<file path="src/rtl/arfd_pkg.sv">
`timescale 1ns / 1ps
// Shared types and constants for the animation RLE frame decoder.
// No dependencies; every other file imports this package.
package arfd_pkg;

   localparam int ADDR_BITS_DEFAULT = 24;
   localparam int CSR_INDEX_BITS    = 2;
   localparam int CSR_DATA_BITS     = 16;

   localparam logic [CSR_INDEX_BITS-1:0] CSR_PIXEL_MODE   = 2'd0;
   localparam logic [CSR_INDEX_BITS-1:0] CSR_OUT_BPP      = 2'd1;
   localparam logic [CSR_INDEX_BITS-1:0] CSR_FRAME_WIDTH  = 2'd2;
   localparam logic [CSR_INDEX_BITS-1:0] CSR_FRAME_HEIGHT = 2'd3;

   localparam logic [1:0] MODE_8BIT  = 2'd0;
   localparam logic [1:0] MODE_16BIT = 2'd1;
   localparam logic [1:0] MODE_24BIT = 2'd2;
   localparam logic [1:0] MODE_OFF   = 2'd3;

   localparam logic [7:0] CODE_EXTRA = 8'h00;
   localparam logic [7:0] CODE_END   = 8'hFF;

   typedef struct packed {
      logic [1:0]  pixel_mode;
      logic [2:0]  out_bytes_per_pixel;
      logic [12:0] frame_height;
      logic [15:0] row_pitch;
   } cfg_type;

   typedef struct packed {
      logic [7:0]  data_byte;
      logic        first_byte;
      logic [23:0] chunk_size;
   } req_type;

   typedef struct packed {
      logic [23:0] write_address;
      logic [7:0]  pixel_count;
      logic [7:0]  byte_first;
      logic [7:0]  byte_second;
      logic [7:0]  byte_third;
      logic [1:0]  bytes_written;
      logic [2:0]  pixel_stride;
   } rsp_type;

endpackage

</file>
<file path="src/rtl/arfd_cfg_regs.sv">
`timescale 1ns / 1ps
// Configuration registers and the registered row pitch product.
// Depends on arfd_pkg.
module arfd_cfg_regs (
   input  logic                                 clock,
   input  logic                                 reset,
   input  logic                                 csr_valid,
   input  logic [arfd_pkg::CSR_INDEX_BITS-1:0]  csr_index,
   input  logic [arfd_pkg::CSR_DATA_BITS-1:0]   csr_wdata,
   output arfd_pkg::cfg_type                    cfg
);
   import arfd_pkg::*;

   logic [1:0]  pixel_mode_ff;
   logic [2:0]  out_bpp_ff;
   logic [12:0] frame_width_ff;
   logic [12:0] frame_height_ff;
   logic [15:0] row_pitch_ff;
   logic [15:0] row_pitch_in;

   always_ff @(posedge clock) begin
      if (reset) begin
         pixel_mode_ff   <= 2'd0;
         out_bpp_ff      <= 3'd1;
         frame_width_ff  <= 13'd1;
         frame_height_ff <= 13'd1;
      end else if (csr_valid) begin
         unique case (csr_index)
            CSR_PIXEL_MODE:   pixel_mode_ff   <= csr_wdata[1:0];
            CSR_OUT_BPP:      out_bpp_ff      <= csr_wdata[2:0];
            CSR_FRAME_WIDTH:  frame_width_ff  <= csr_wdata[12:0];
            CSR_FRAME_HEIGHT: frame_height_ff <= csr_wdata[12:0];
            default: ;
         endcase
      end
   end

   assign row_pitch_in = 16'(out_bpp_ff) * 16'(frame_width_ff);

   always_ff @(posedge clock) begin
      if (reset) begin
         row_pitch_ff <= 16'd1;
      end else begin
         row_pitch_ff <= row_pitch_in;
      end
   end

   assign cfg.pixel_mode          = pixel_mode_ff;
   assign cfg.out_bytes_per_pixel = out_bpp_ff;
   assign cfg.frame_height        = frame_height_ff;
   assign cfg.row_pitch           = row_pitch_ff;

endmodule

</file>
<file path="src/rtl/arfd_parser.sv">
`timescale 1ns / 1ps
// Chunk parser: header, line, code and pixel state plus the per-byte step logic.
// Depends on arfd_pkg.
module arfd_parser #(
   parameter int ADDR_BITS = arfd_pkg::ADDR_BITS_DEFAULT
) (
   input  logic              clock,
   input  logic              reset,
   input  logic              fire,
   input  arfd_pkg::req_type req,
   input  arfd_pkg::cfg_type cfg,
   output logic              out_valid,
   output arfd_pkg::rsp_type out_data
);
   import arfd_pkg::*;

   localparam logic [2:0] PH_IDLE   = 3'd0;
   localparam logic [2:0] PH_HEADER = 3'd1;
   localparam logic [2:0] PH_SKIP   = 3'd2;
   localparam logic [2:0] PH_CODE   = 3'd3;
   localparam logic [2:0] PH_EXTRA  = 3'd4;
   localparam logic [2:0] PH_RUN    = 3'd5;
   localparam logic [2:0] PH_LIT    = 3'd6;
   localparam logic [2:0] PH_DONE   = 3'd7;

   localparam logic [8:0]  RUN_BASE     = 9'd256;
   localparam logic [2:0]  BPP_WORD     = 3'd4;
   localparam logic [23:0] MIN_CHUNK    = 24'd8;
   localparam logic [23:0] POS_MAX      = 24'hFFFFFF;
   localparam logic [23:0] POS_FLAGS_LO = 24'd5;
   localparam logic [23:0] POS_START_HI = 24'd6;
   localparam logic [23:0] POS_START_LO = 24'd7;
   localparam logic [23:0] POS_LINES_HI = 24'd10;
   localparam logic [23:0] POS_LINES_LO = 24'd11;
   localparam logic [23:0] POS_BEGIN    = 24'd13;
   localparam int          FLAG_LINES   = 3;

   logic [23:0]          byte_position_ff, byte_position_in;
   logic [2:0]           phase_ff, phase_in;
   logic [15:0]          start_line_ff, start_line_in;
   logic [15:0]          lines_left_ff, lines_left_in;
   logic [ADDR_BITS-1:0] row_base_ff, row_base_in;
   logic [ADDR_BITS-1:0] pixel_address_ff, pixel_address_in;
   logic [7:0]           code_count_ff, code_count_in;
   logic [15:0]          pixel_bytes_ff, pixel_bytes_in;
   logic [1:0]           byte_in_pixel_ff, byte_in_pixel_in;
   logic [23:0]          size_limit_ff, size_limit_in;

   logic [23:0]          pos;
   logic [2:0]           phase_cur;
   logic [15:0]          start_line_cur;
   logic [15:0]          lines_left_cur;
   logic [ADDR_BITS-1:0] row_base_cur;
   logic [ADDR_BITS-1:0] pixel_address_cur;
   logic [7:0]           code_count_cur;
   logic [15:0]          pixel_bytes_cur;
   logic [1:0]           byte_in_pixel_cur;

   logic [7:0]           b;
   logic [10:0]          skip_prod;
   logic [ADDR_BITS-1:0] skip_offset;
   logic [31:0]          base_prod;
   logic [ADDR_BITS-1:0] pitch_ext;
   logic [1:0]           need;
   logic [7:0]           count;
   logic [2:0]           stride;
   logic [10:0]          step;
   logic [31:0]          address_ext;
   logic [15:0]          lines_dec;
   logic [7:0]           count_dec;

   assign b           = req.data_byte;
   assign skip_prod   = 11'(b) * 11'(cfg.out_bytes_per_pixel);
   assign skip_offset = ADDR_BITS'(skip_prod) - ADDR_BITS'(cfg.out_bytes_per_pixel);
   assign base_prod   = 32'(cfg.row_pitch) * 32'(start_line_cur);
   assign pitch_ext   = ADDR_BITS'(cfg.row_pitch);
   assign need        = cfg.pixel_mode + 2'd1;
   assign count       = (phase_cur == PH_RUN) ? code_count_cur : 8'd1;
   assign stride      = (cfg.pixel_mode == MODE_8BIT)  ? 3'd1 :
                        (cfg.pixel_mode == MODE_16BIT) ? 3'd2 :
                        (cfg.out_bytes_per_pixel == BPP_WORD) ? 3'd4 : 3'd3;
   assign step        = 11'(count) * 11'(stride);
   assign address_ext = 32'(pixel_address_cur);
   assign lines_dec   = lines_left_cur - 16'd1;
   assign count_dec   = code_count_cur - 8'd1;

   always_comb begin
      if (req.first_byte) begin
         pos               = 24'd0;
         phase_cur         = (req.chunk_size < MIN_CHUNK) ? PH_DONE : PH_HEADER;
         start_line_cur    = 16'd0;
         lines_left_cur    = 16'd0;
         row_base_cur      = '0;
         pixel_address_cur = '0;
         code_count_cur    = 8'd0;
         pixel_bytes_cur   = 16'd0;
         byte_in_pixel_cur = 2'd0;
         size_limit_in     = req.chunk_size;
      end else begin
         pos               = byte_position_ff;
         phase_cur         = phase_ff;
         start_line_cur    = start_line_ff;
         lines_left_cur    = lines_left_ff;
         row_base_cur      = row_base_ff;
         pixel_address_cur = pixel_address_ff;
         code_count_cur    = code_count_ff;
         pixel_bytes_cur   = pixel_bytes_ff;
         byte_in_pixel_cur = byte_in_pixel_ff;
         size_limit_in     = size_limit_ff;
      end
   end

   always_comb begin
      byte_position_in = (pos != POS_MAX) ? pos + 24'd1 : pos;
      phase_in         = phase_cur;
      start_line_in    = start_line_cur;
      lines_left_in    = lines_left_cur;
      row_base_in      = row_base_cur;
      pixel_address_in = pixel_address_cur;
      code_count_in    = code_count_cur;
      pixel_bytes_in   = pixel_bytes_cur;
      byte_in_pixel_in = byte_in_pixel_cur;
      out_valid        = 1'b0;

      out_data.write_address = address_ext[23:0];
      out_data.pixel_count   = count;
      out_data.byte_first    = b;
      out_data.byte_second   = (cfg.pixel_mode != MODE_8BIT) ? pixel_bytes_cur[7:0] : 8'd0;
      out_data.byte_third    = (cfg.pixel_mode[1]) ? pixel_bytes_cur[15:8] : 8'd0;
      out_data.bytes_written = need;
      out_data.pixel_stride  = stride;

      if (!(phase_cur == PH_IDLE || phase_cur == PH_DONE || pos >= size_limit_in)) begin
         if (cfg.pixel_mode == MODE_OFF) begin
            phase_in = PH_DONE;
         end else begin
            unique case (phase_cur)
               PH_HEADER: begin
                  case (pos)
                     POS_FLAGS_LO: begin
                        if (!b[FLAG_LINES]) begin
                           start_line_in = 16'd0;
                           lines_left_in = 16'(cfg.frame_height);
                           row_base_in   = '0;
                           phase_in      = (cfg.frame_height != 13'd0) ? PH_SKIP : PH_DONE;
                        end
                     end
                     POS_START_HI: start_line_in = {b, 8'd0};
                     POS_START_LO: start_line_in = start_line_cur | 16'(b);
                     POS_LINES_HI: lines_left_in = {b, 8'd0};
                     POS_LINES_LO: lines_left_in = lines_left_cur | 16'(b);
                     POS_BEGIN: begin
                        row_base_in = base_prod[ADDR_BITS-1:0];
                        phase_in    = (lines_left_cur != 16'd0) ? PH_SKIP : PH_DONE;
                     end
                     default: ;
                  endcase
               end
               PH_SKIP: begin
                  pixel_address_in = row_base_cur + skip_offset;
                  phase_in         = PH_CODE;
               end
               PH_EXTRA: begin
                  pixel_address_in = pixel_address_cur + skip_offset;
                  phase_in         = PH_CODE;
               end
               PH_CODE: begin
                  byte_in_pixel_in = 2'd0;
                  pixel_bytes_in   = 16'd0;
                  if (b == CODE_EXTRA) begin
                     phase_in = PH_EXTRA;
                  end else if (b == CODE_END) begin
                     lines_left_in = lines_dec;
                     row_base_in   = row_base_cur + pitch_ext;
                     phase_in      = (lines_dec != 16'd0) ? PH_SKIP : PH_DONE;
                  end else if (b[7]) begin
                     code_count_in = 8'(RUN_BASE - {1'b0, b});
                     phase_in      = PH_RUN;
                  end else begin
                     code_count_in = b;
                     phase_in      = PH_LIT;
                  end
               end
               PH_RUN, PH_LIT: begin
                  if ({1'b0, byte_in_pixel_cur} + 3'd1 < {1'b0, need}) begin
                     pixel_bytes_in   = {pixel_bytes_cur[7:0], b};
                     byte_in_pixel_in = byte_in_pixel_cur + 2'd1;
                  end else begin
                     out_valid        = 1'b1;
                     pixel_address_in = pixel_address_cur + ADDR_BITS'(step);
                     byte_in_pixel_in = 2'd0;
                     pixel_bytes_in   = 16'd0;
                     if (phase_cur == PH_RUN) begin
                        phase_in = PH_CODE;
                     end else begin
                        code_count_in = count_dec;
                        if (count_dec == 8'd0) begin
                           phase_in = PH_CODE;
                        end
                     end
                  end
               end
               default: ;
            endcase
         end
      end
   end

   always_ff @(posedge clock) begin
      if (reset) begin
         byte_position_ff <= 24'd0;
         phase_ff         <= PH_IDLE;
         start_line_ff    <= 16'd0;
         lines_left_ff    <= 16'd0;
         row_base_ff      <= '0;
         pixel_address_ff <= '0;
         code_count_ff    <= 8'd0;
         pixel_bytes_ff   <= 16'd0;
         byte_in_pixel_ff <= 2'd0;
         size_limit_ff    <= 24'd0;
      end else if (fire) begin
         byte_position_ff <= byte_position_in;
         phase_ff         <= phase_in;
         start_line_ff    <= start_line_in;
         lines_left_ff    <= lines_left_in;
         row_base_ff      <= row_base_in;
         pixel_address_ff <= pixel_address_in;
         code_count_ff    <= code_count_in;
         pixel_bytes_ff   <= pixel_bytes_in;
         byte_in_pixel_ff <= byte_in_pixel_in;
         size_limit_ff    <= size_limit_in;
      end
   end

endmodule

</file>
<file path="src/rtl/animation_rle_frame_decoder_top.sv">
`timescale 1ns / 1ps
// Animation RLE frame decoder top level: input register, chunk parser, result register.
// Takes one chunk byte per transaction and returns at most one frame-buffer write command
// per byte (a literal pixel, or a whole run as one fill). A byte is held in the input
// register and its command is captured in the result register, so the block sustains one
// byte per clock unless a result is held; that is the only back-pressure, and it stalls
// the input side for as long as rsp_stall stays high. Configuration writes are always
// ready; the row pitch product is registered, so allow one idle cycle after a write before
// sending a chunk. Depends on arfd_pkg, arfd_cfg_regs and arfd_parser.
module animation_rle_frame_decoder_top #(
   parameter int ADDR_BITS = arfd_pkg::ADDR_BITS_DEFAULT
) (
   input  logic                                clock,
   input  logic                                reset,
   input  logic                                req_valid,
   output logic                                req_stall,
   input  logic [7:0]                          req_data_byte,
   input  logic                                req_first_byte,
   input  logic [23:0]                         req_chunk_size,
   output logic                                rsp_valid,
   input  logic                                rsp_stall,
   output logic [23:0]                         rsp_write_address,
   output logic [7:0]                          rsp_pixel_count,
   output logic [7:0]                          rsp_byte_first,
   output logic [7:0]                          rsp_byte_second,
   output logic [7:0]                          rsp_byte_third,
   output logic [1:0]                          rsp_bytes_written,
   output logic [2:0]                          rsp_pixel_stride,
   input  logic                                csr_valid,
   output logic                                csr_ready,
   input  logic [arfd_pkg::CSR_INDEX_BITS-1:0] csr_index,
   input  logic [arfd_pkg::CSR_DATA_BITS-1:0]  csr_wdata
);
   import arfd_pkg::*;

   cfg_type cfg;
   req_type in_data_ff;
   logic    in_valid_ff;
   logic    fire;
   logic    produce;
   rsp_type produce_data;
   rsp_type rsp_data_ff;
   logic    rsp_valid_ff, rsp_valid_in;
   logic    rsp_hold;

   assign csr_ready = 1'b1;

   arfd_cfg_regs u_cfg_regs (
      .clock     (clock),
      .reset     (reset),
      .csr_valid (csr_valid),
      .csr_index (csr_index),
      .csr_wdata (csr_wdata),
      .cfg       (cfg)
   );

   assign rsp_hold  = rsp_valid_ff && rsp_stall;
   assign fire      = in_valid_ff && !rsp_hold;
   assign req_stall = in_valid_ff && rsp_hold;

   always_ff @(posedge clock) begin
      if (reset) begin
         in_valid_ff <= 1'b0;
      end else if (!req_stall) begin
         in_valid_ff <= req_valid;
      end
   end

   always_ff @(posedge clock) begin
      if (req_valid && !req_stall) begin
         in_data_ff.data_byte  <= req_data_byte;
         in_data_ff.first_byte <= req_first_byte;
         in_data_ff.chunk_size <= req_chunk_size;
      end
   end

   arfd_parser #(
      .ADDR_BITS (ADDR_BITS)
   ) u_parser (
      .clock     (clock),
      .reset     (reset),
      .fire      (fire),
      .req       (in_data_ff),
      .cfg       (cfg),
      .out_valid (produce),
      .out_data  (produce_data)
   );

   assign rsp_valid_in = rsp_hold || (fire && produce);

   always_ff @(posedge clock) begin
      if (reset) begin
         rsp_valid_ff <= 1'b0;
      end else begin
         rsp_valid_ff <= rsp_valid_in;
      end
   end

   always_ff @(posedge clock) begin
      if (fire && produce) begin
         rsp_data_ff <= produce_data;
      end
   end

   assign rsp_valid         = rsp_valid_ff;
   assign rsp_write_address = rsp_data_ff.write_address;
   assign rsp_pixel_count   = rsp_data_ff.pixel_count;
   assign rsp_byte_first    = rsp_data_ff.byte_first;
   assign rsp_byte_second   = rsp_data_ff.byte_second;
   assign rsp_byte_third    = rsp_data_ff.byte_third;
   assign rsp_bytes_written = rsp_data_ff.bytes_written;
   assign rsp_pixel_stride  = rsp_data_ff.pixel_stride;

endmodule

</file>
<file path="config.mk">
export PLATFORM = sky130hd
export DESIGN_NAME = animation_rle_frame_decoder_top
export DESIGN_NICKNAME = d
export VERILOG_FILES = /design/src/rtl/arfd_pkg.sv /design/src/rtl/arfd_cfg_regs.sv /design/src/rtl/arfd_parser.sv /design/src/rtl/animation_rle_frame_decoder_top.sv
export SDC_FILE = /design/constraint.sdc
export NUM_CORES = 2
export LEC_CHECK = 0
export ABC_CLOCK_PERIOD_IN_PS = 11100
export BUFFER_PORTS_ARGS = -buffer_cell sky130_fd_sc_hd__buf_2
export CORE_ASPECT_RATIO = 1.25
export CORE_MARGIN = 2
export CORE_UTILIZATION = 68
export DETAILED_ROUTE_END_ITERATION = 8
export PLACE_DENSITY = 0.94
export SETUP_SLACK_MARGIN = 0.5
export SYNTH_ARGS = -nofsm -noshare
export SYNTH_HDL_FRONTEND = slang
export SYNTH_SLANG_ARGS = --single-unit
</file>
<file path="constraint.sdc">
create_clock -name clock -period 11.1 [get_ports clock]
set_clock_uncertainty 0.1 [all_clocks]
set_input_delay 1.11 -clock clock [delete_from_list [all_inputs] [get_ports clock]]
set_output_delay 1.11 -clock clock [all_outputs]
set_load 0.02 [all_outputs]
</file>
Word level (Yosys, flattened, before mapping)
Index checks and enable logic that the tools add are counted. Widths: inputs -> output; s select.

Flip-flop bits (word level): 300. Output and inout bits: 64.

$add $sub $neg: 12. Multiply operators: 4. Order comparisons: 3. Equality and inequality tests: 21. Multiplexer cells: 73. Bitwise operators: 2. Reductions and logical operators: 25.

Operator list (number): $mux 24 (13); $mux 16 (15); $pmux 16 s3 (2); $pmux 24 s2 (2); $eq 24x3->1 const B (3); $eq 24x4->1 const B (3); $mux 8 (9); $pmux 24 s3 (1); $pmux 16 s2 (2); $add 24x24->24 (2); $mux 3 (16); $or 16x8->16 (2); $reduce_bool 16->1 (2); $add 24x1->24 const B (1); $add 24x11->24 (1); $add 24x16->24 (1); $ge 24x24->1 (1); $lt 24x4->1 const B (1); $mul 16x16->24 (1); $ne 24x24->1 const B (1); $mul 8x3->11 (2); $logic_not 8->1 (2); $mul 3x13->16 (1); $pmux 8 s2 (1); other kinds (27) (55).

Logic depth before layout (Yosys ltp)
Word-level depth: 11. Gate-level depth with buffers: 30. Mapped depth without buffers: 26.

By module
Synthesis repeated with hierarchy kept, for this count alone.

Cell total of the unflattened synthesis: 3158. Area total of the unflattened synthesis: 26894.5 um2.

Modules (own cells, without submodules): arfd_parser (times used 1, cells an instance 2721, area each 21365.5 um2); animation_rle_frame_decoder_top (times used 1, cells an instance 108, area each 2927.8 um2); arfd_cfg_regs (times used 1, cells an instance 329, area each 2601.2 um2).

Worst setup path before layout
Ideal clock, no wire load.

Kind: register to register. From: reg in_data_ff[24] (netlist name). To: reg u_parser.row_base_ff[21]. Library setup time: 0.124 ns. Arrival: 7.340 ns. Required time: 10.876 ns. Path slack: 3.536 ns. Stages on the path, launching flop included: 28. Clock period less this slack: 7.564 ns. Path through: edfxtp_1 buf_2 clkbuf_1 buf_2 buf_2 buf_2 buf_1 nor2b_1 clkbuf_1 nand2_1 fa_1 fa_1 fa_1 inv_1 fa_1 fa_1 inv_1 fa_1 inv_1 ha_1 a21oi_1 o21ai_0 a2111oi_0 o41ai_1 xor2_1 a32o_1 a211oi_1 nor3_1.

Longest elaborated chain between the ends: 7. Elaborated cells between the ends (all ways): 23. Those cells by class: add/sub: 1; mul: 1; order compare: 1; eq/ne: 5; mux: 12; reduce/logical: 3.

Ends and longest elaborated chain: start, declared (line animation_rle_frame_decoder_top.sv:37) `req_type in_data_ff;`; branches (longest 6 deep; another with $mul 16x16->24); $mux 24 * (line arfd_parser.sv:133) `if (!(phase_cur == PH_IDLE || phase_cur == PH_DONE || pos >= size_limit_in)) begin`; end signal, assigned (line arfd_parser.sv:226) `row_base_ff <= row_base_in;`; end, declared (line arfd_parser.sv:42) `logic [ADDR_BITS-1:0] row_base_ff, row_base_in;`.

Mark *: on every way between the ends. A chain may end at the register's enable or synchronous reset.

Final worst setup path
Ends and elaborated chain as after synthesis.

==> flow_summary.ini <==
[run_status]
outcome = finished clean

[clock_network]
clk_path_buf_depth = 3
postCtsSetupRepairBufs = 0
cts_resized = 0
cts.sinks = 300
numCtsBuffers = 34
clk_latency_ps = 540
cts_hold_buf = 0
cts_tree = done
cts_max_level = 2
root_buffer = clkbuf_16
path_clk_slew_ps = 70

[sta]
fin_hold_ws_ps = 364
max_slew.worst_pin.slew_ps = 1270
slew_headroom = 0.152
slew_viol_final = 0
finalCritPeriodShare = 0.719
finalWorstSetupSlack_ps = 3120
rsz0062_at_grt = no
setup_viol = 0
max_freq_mhz = 125
fin_setup_tns_ps = 0
finalHoldViolations = 0
period_needed_ps = 7980

[pwr]
ir_drop_mv = 0.148
cellLeakagePower_uw = 0.0126
power_density_nw_per_um2 = 97.6

[detailed_routing]
drcViolationCount = 0
wl_per_cell_microns = 21.7
drt-pass1-iter-count = 6
num_vias = 24400
drt-initial-drc-count = 2698
drt-total-wl_microns = 80200
postRouteAntennaNets = 0
via_per_inst = 6.58

[setup_path]
crit_path_start_kind = register
crit_fanout = 16
cp.required_ps = 11390
end_kind = register
criticalPathCategory = reg -> reg
arrival_ps = 8280

[synthesis]
seq_area_frac_synth = 0.259
syn-cell-area_sq_um = 26800
async_reset_ff_frac = 0
synth-seq-cells = 300
ys.flop_type = dfxtp_1
netlist_instances = 3141
synth.distinct_cells = 95
synth_edf_count = 94
yosys_warnings = 0
avgSynthCellArea_sq_um = 8.53

[floorplanning]
start_util = 0.686
ios = 120
die_y_microns = 226
fp.dieW_microns = 182
core_sq_um = 39000
dieArea_sq_um = 41000
floorplan.rows = 81

[place]
io_buffers = 115
place_area_sq_um = 27700
gp_congestion = 0.990
post-dp-hpwl_microns = 57800
pre_cts_slack_ps = 3120

[global_route]
antenna_found_initial = 1
overflow = 0
track_usage = 0.391
grt_pass1_wl_microns = 128000
grt_max_degree = 136
first_global_vias = 25300

[cells_and_area]
syn_to_final_growth_pct = 7.63
fillers = 2580
drive_gt1_frac = 0.0815
fin_util = 0.739
nets = 3635
num_antenna_cells = 0
final_area_sq_um = 28800

[worst_hold_path]
hold_class = reg -> reg

[job]
drv_cap = 0
[area by class of cell]
| cell class | instances | area [sq um] | area share |
|---|---|---|---|
| Sequential cell | 300 | 6950 | 0.241 |
| Timing Repair Buffer | 152 | 868 | 0.0301 |
| Tap cell | 498 | 623 | 0.0216 |
| Inverter | 345 | 1290 | 0.0449 |
| Clock buffer | 44 | 940 | 0.0326 |
| Multi-Input combinational cell | 2346 | 18000 | 0.623 |
| Clock inverter | 17 | 194 | 0.00673 |
[state kept, by name, summed over array words and instances, names as in the netlist, 13 cells and up]
register / cells
in_data_ff: 33
rsp_write_address: 24
u_parser.start_line_ff: 16
u_cfg_regs.row_pitch_ff: 16
u_parser.pixel_address_ff: 24
u_parser.row_base_ff: 24
u_parser.pixel_bytes_ff: 16
u_cfg_regs.frame_width_ff: 13
u_cfg_regs.frame_height_ff: 13
u_parser.size_limit_ff: 24
u_parser.lines_left_ff: 16
u_parser.byte_position_ff: 24
[worst paths after layout]
| check | from | end | slack, ps | depth (start not counted) |
|---|---|---|---|---|
| max reg2reg | in_data_ff[24] | u_parser.row_base_ff[21] | 3120 | 21 |
| min | u_parser.row_base_ff[11] | u_parser.row_base_ff[11] | 360 | 1 |
| min reg2reg | u_parser.row_base_ff[11] | u_parser.row_base_ff[11] | 360 | 1 |
| max | in_data_ff[24] | u_parser.row_base_ff[21] | 3120 | 21 |
[cell families after synthesis]
family                     share of synthesized area
AOI/OAI and AO/OA                              0.162
xor gates and xnor gates                      0.0425
adders and majority gates                      0.245
buffers and inverters                         0.0710
DFF                                            0.259
muxes                                         0.0155
other                                       0.000140
and+or+nand+nor                                0.205
[where the power goes]
group	switching, uW	total, uW	internal [uW]	leakage, uW
combinational	293	453	160	0.00949
sequential	40.1	1200	1160	0.00253
clock	490	1170	677	0.000556
[critical path, stage by stage (launching register included)]
cell	delay [ps]
edfxtp_1	730
nor2b_1	1100
and2_1	270
fa_1	420
inv_1	80
fa_1	430
fa_1	510
inv_1	50
fa_1	510
fa_1	570
inv_1	60
fa_1	540
inv_1	40
ha_1	370
a21oi_1	160
o21ai_0	130
a2111oi_0	710
o41ai_1	230
xor2_1	230
a32o_1	260
a211oi_1	230
nor3_1	90
[Yosys cell counts, drive strengths merged, types with 29 or more instances]
master / number / share of area
edfxtp: 94 / 0.11
o21ai: 137 / 0.026
and2: 140 / 0.033
clkbuf: 120 / 0.017
mux2i: 29 / 0.011
nand3: 51 / 0.010
a21oi: 135 / 0.026
xor2: 44 / 0.014
xnor2: 86 / 0.028
nor3: 46 / 0.0096
inv: 344 / 0.048
ha: 194 / 0.091
fa: 206 / 0.15
nor2b: 96 / 0.022
dfxtp: 206 / 0.15
a211oi: 41 / 0.012
a22oi: 37 / 0.010
and3: 30 / 0.0070
buf: 31 / 0.0057
a21o: 33 / 0.0092
a31oi: 31 / 0.0075
nor2: 228 / 0.032
a22o: 39 / 0.013
nand2: 423 / 0.060
[cells in the final DEF, fill, tap and decap left out, types with 17 or more instances in the layout]
cell / n
a22o_1: 39
nor3_1: 42
a31oi_1: 30
mux2i_1: 29
a211oi_1: 40
and2_1: 139
nand2_1: 421
nand2b_1: 23
xor2_1: 44
clkbuf_16: 35
buf_2: 114
nand3_1: 50
o21bai_1: 17
and3_1: 30
a21o_1: 33
a22oi_1: 37
o22ai_1: 22
a21oi_1: 133
dfxtp_1: 206
nor2_1: 225
ha_1: 194
nor2b_1: 94
inv_1: 343
buf_4: 37
o21ai_0: 131
nand4_1: 23
edfxtp_1: 94
xnor2_1: 86
fa_1: 206
nor4_1: 22
[per-layer routing]
metal	share of wire	up-vias	GRT usage
li1	-	10800	-
met4	0.076	0	0.275
met3	0.098	468	0.0708
met1	0.35	11600	0.442
met2	0.48	1542	0.671
met5	0	-	0
[per-stage QoR]
step / std cells / total power, uW
global placement: 3641 / 1630
detailed placement: 3641 / 1650
floorplan: 3142 / 1520
finish: 3702 / 2820
CTS: 3702 / 2800
global route: 3702 / 2890
No activity file was read; power rests on OpenSTA's default activity.
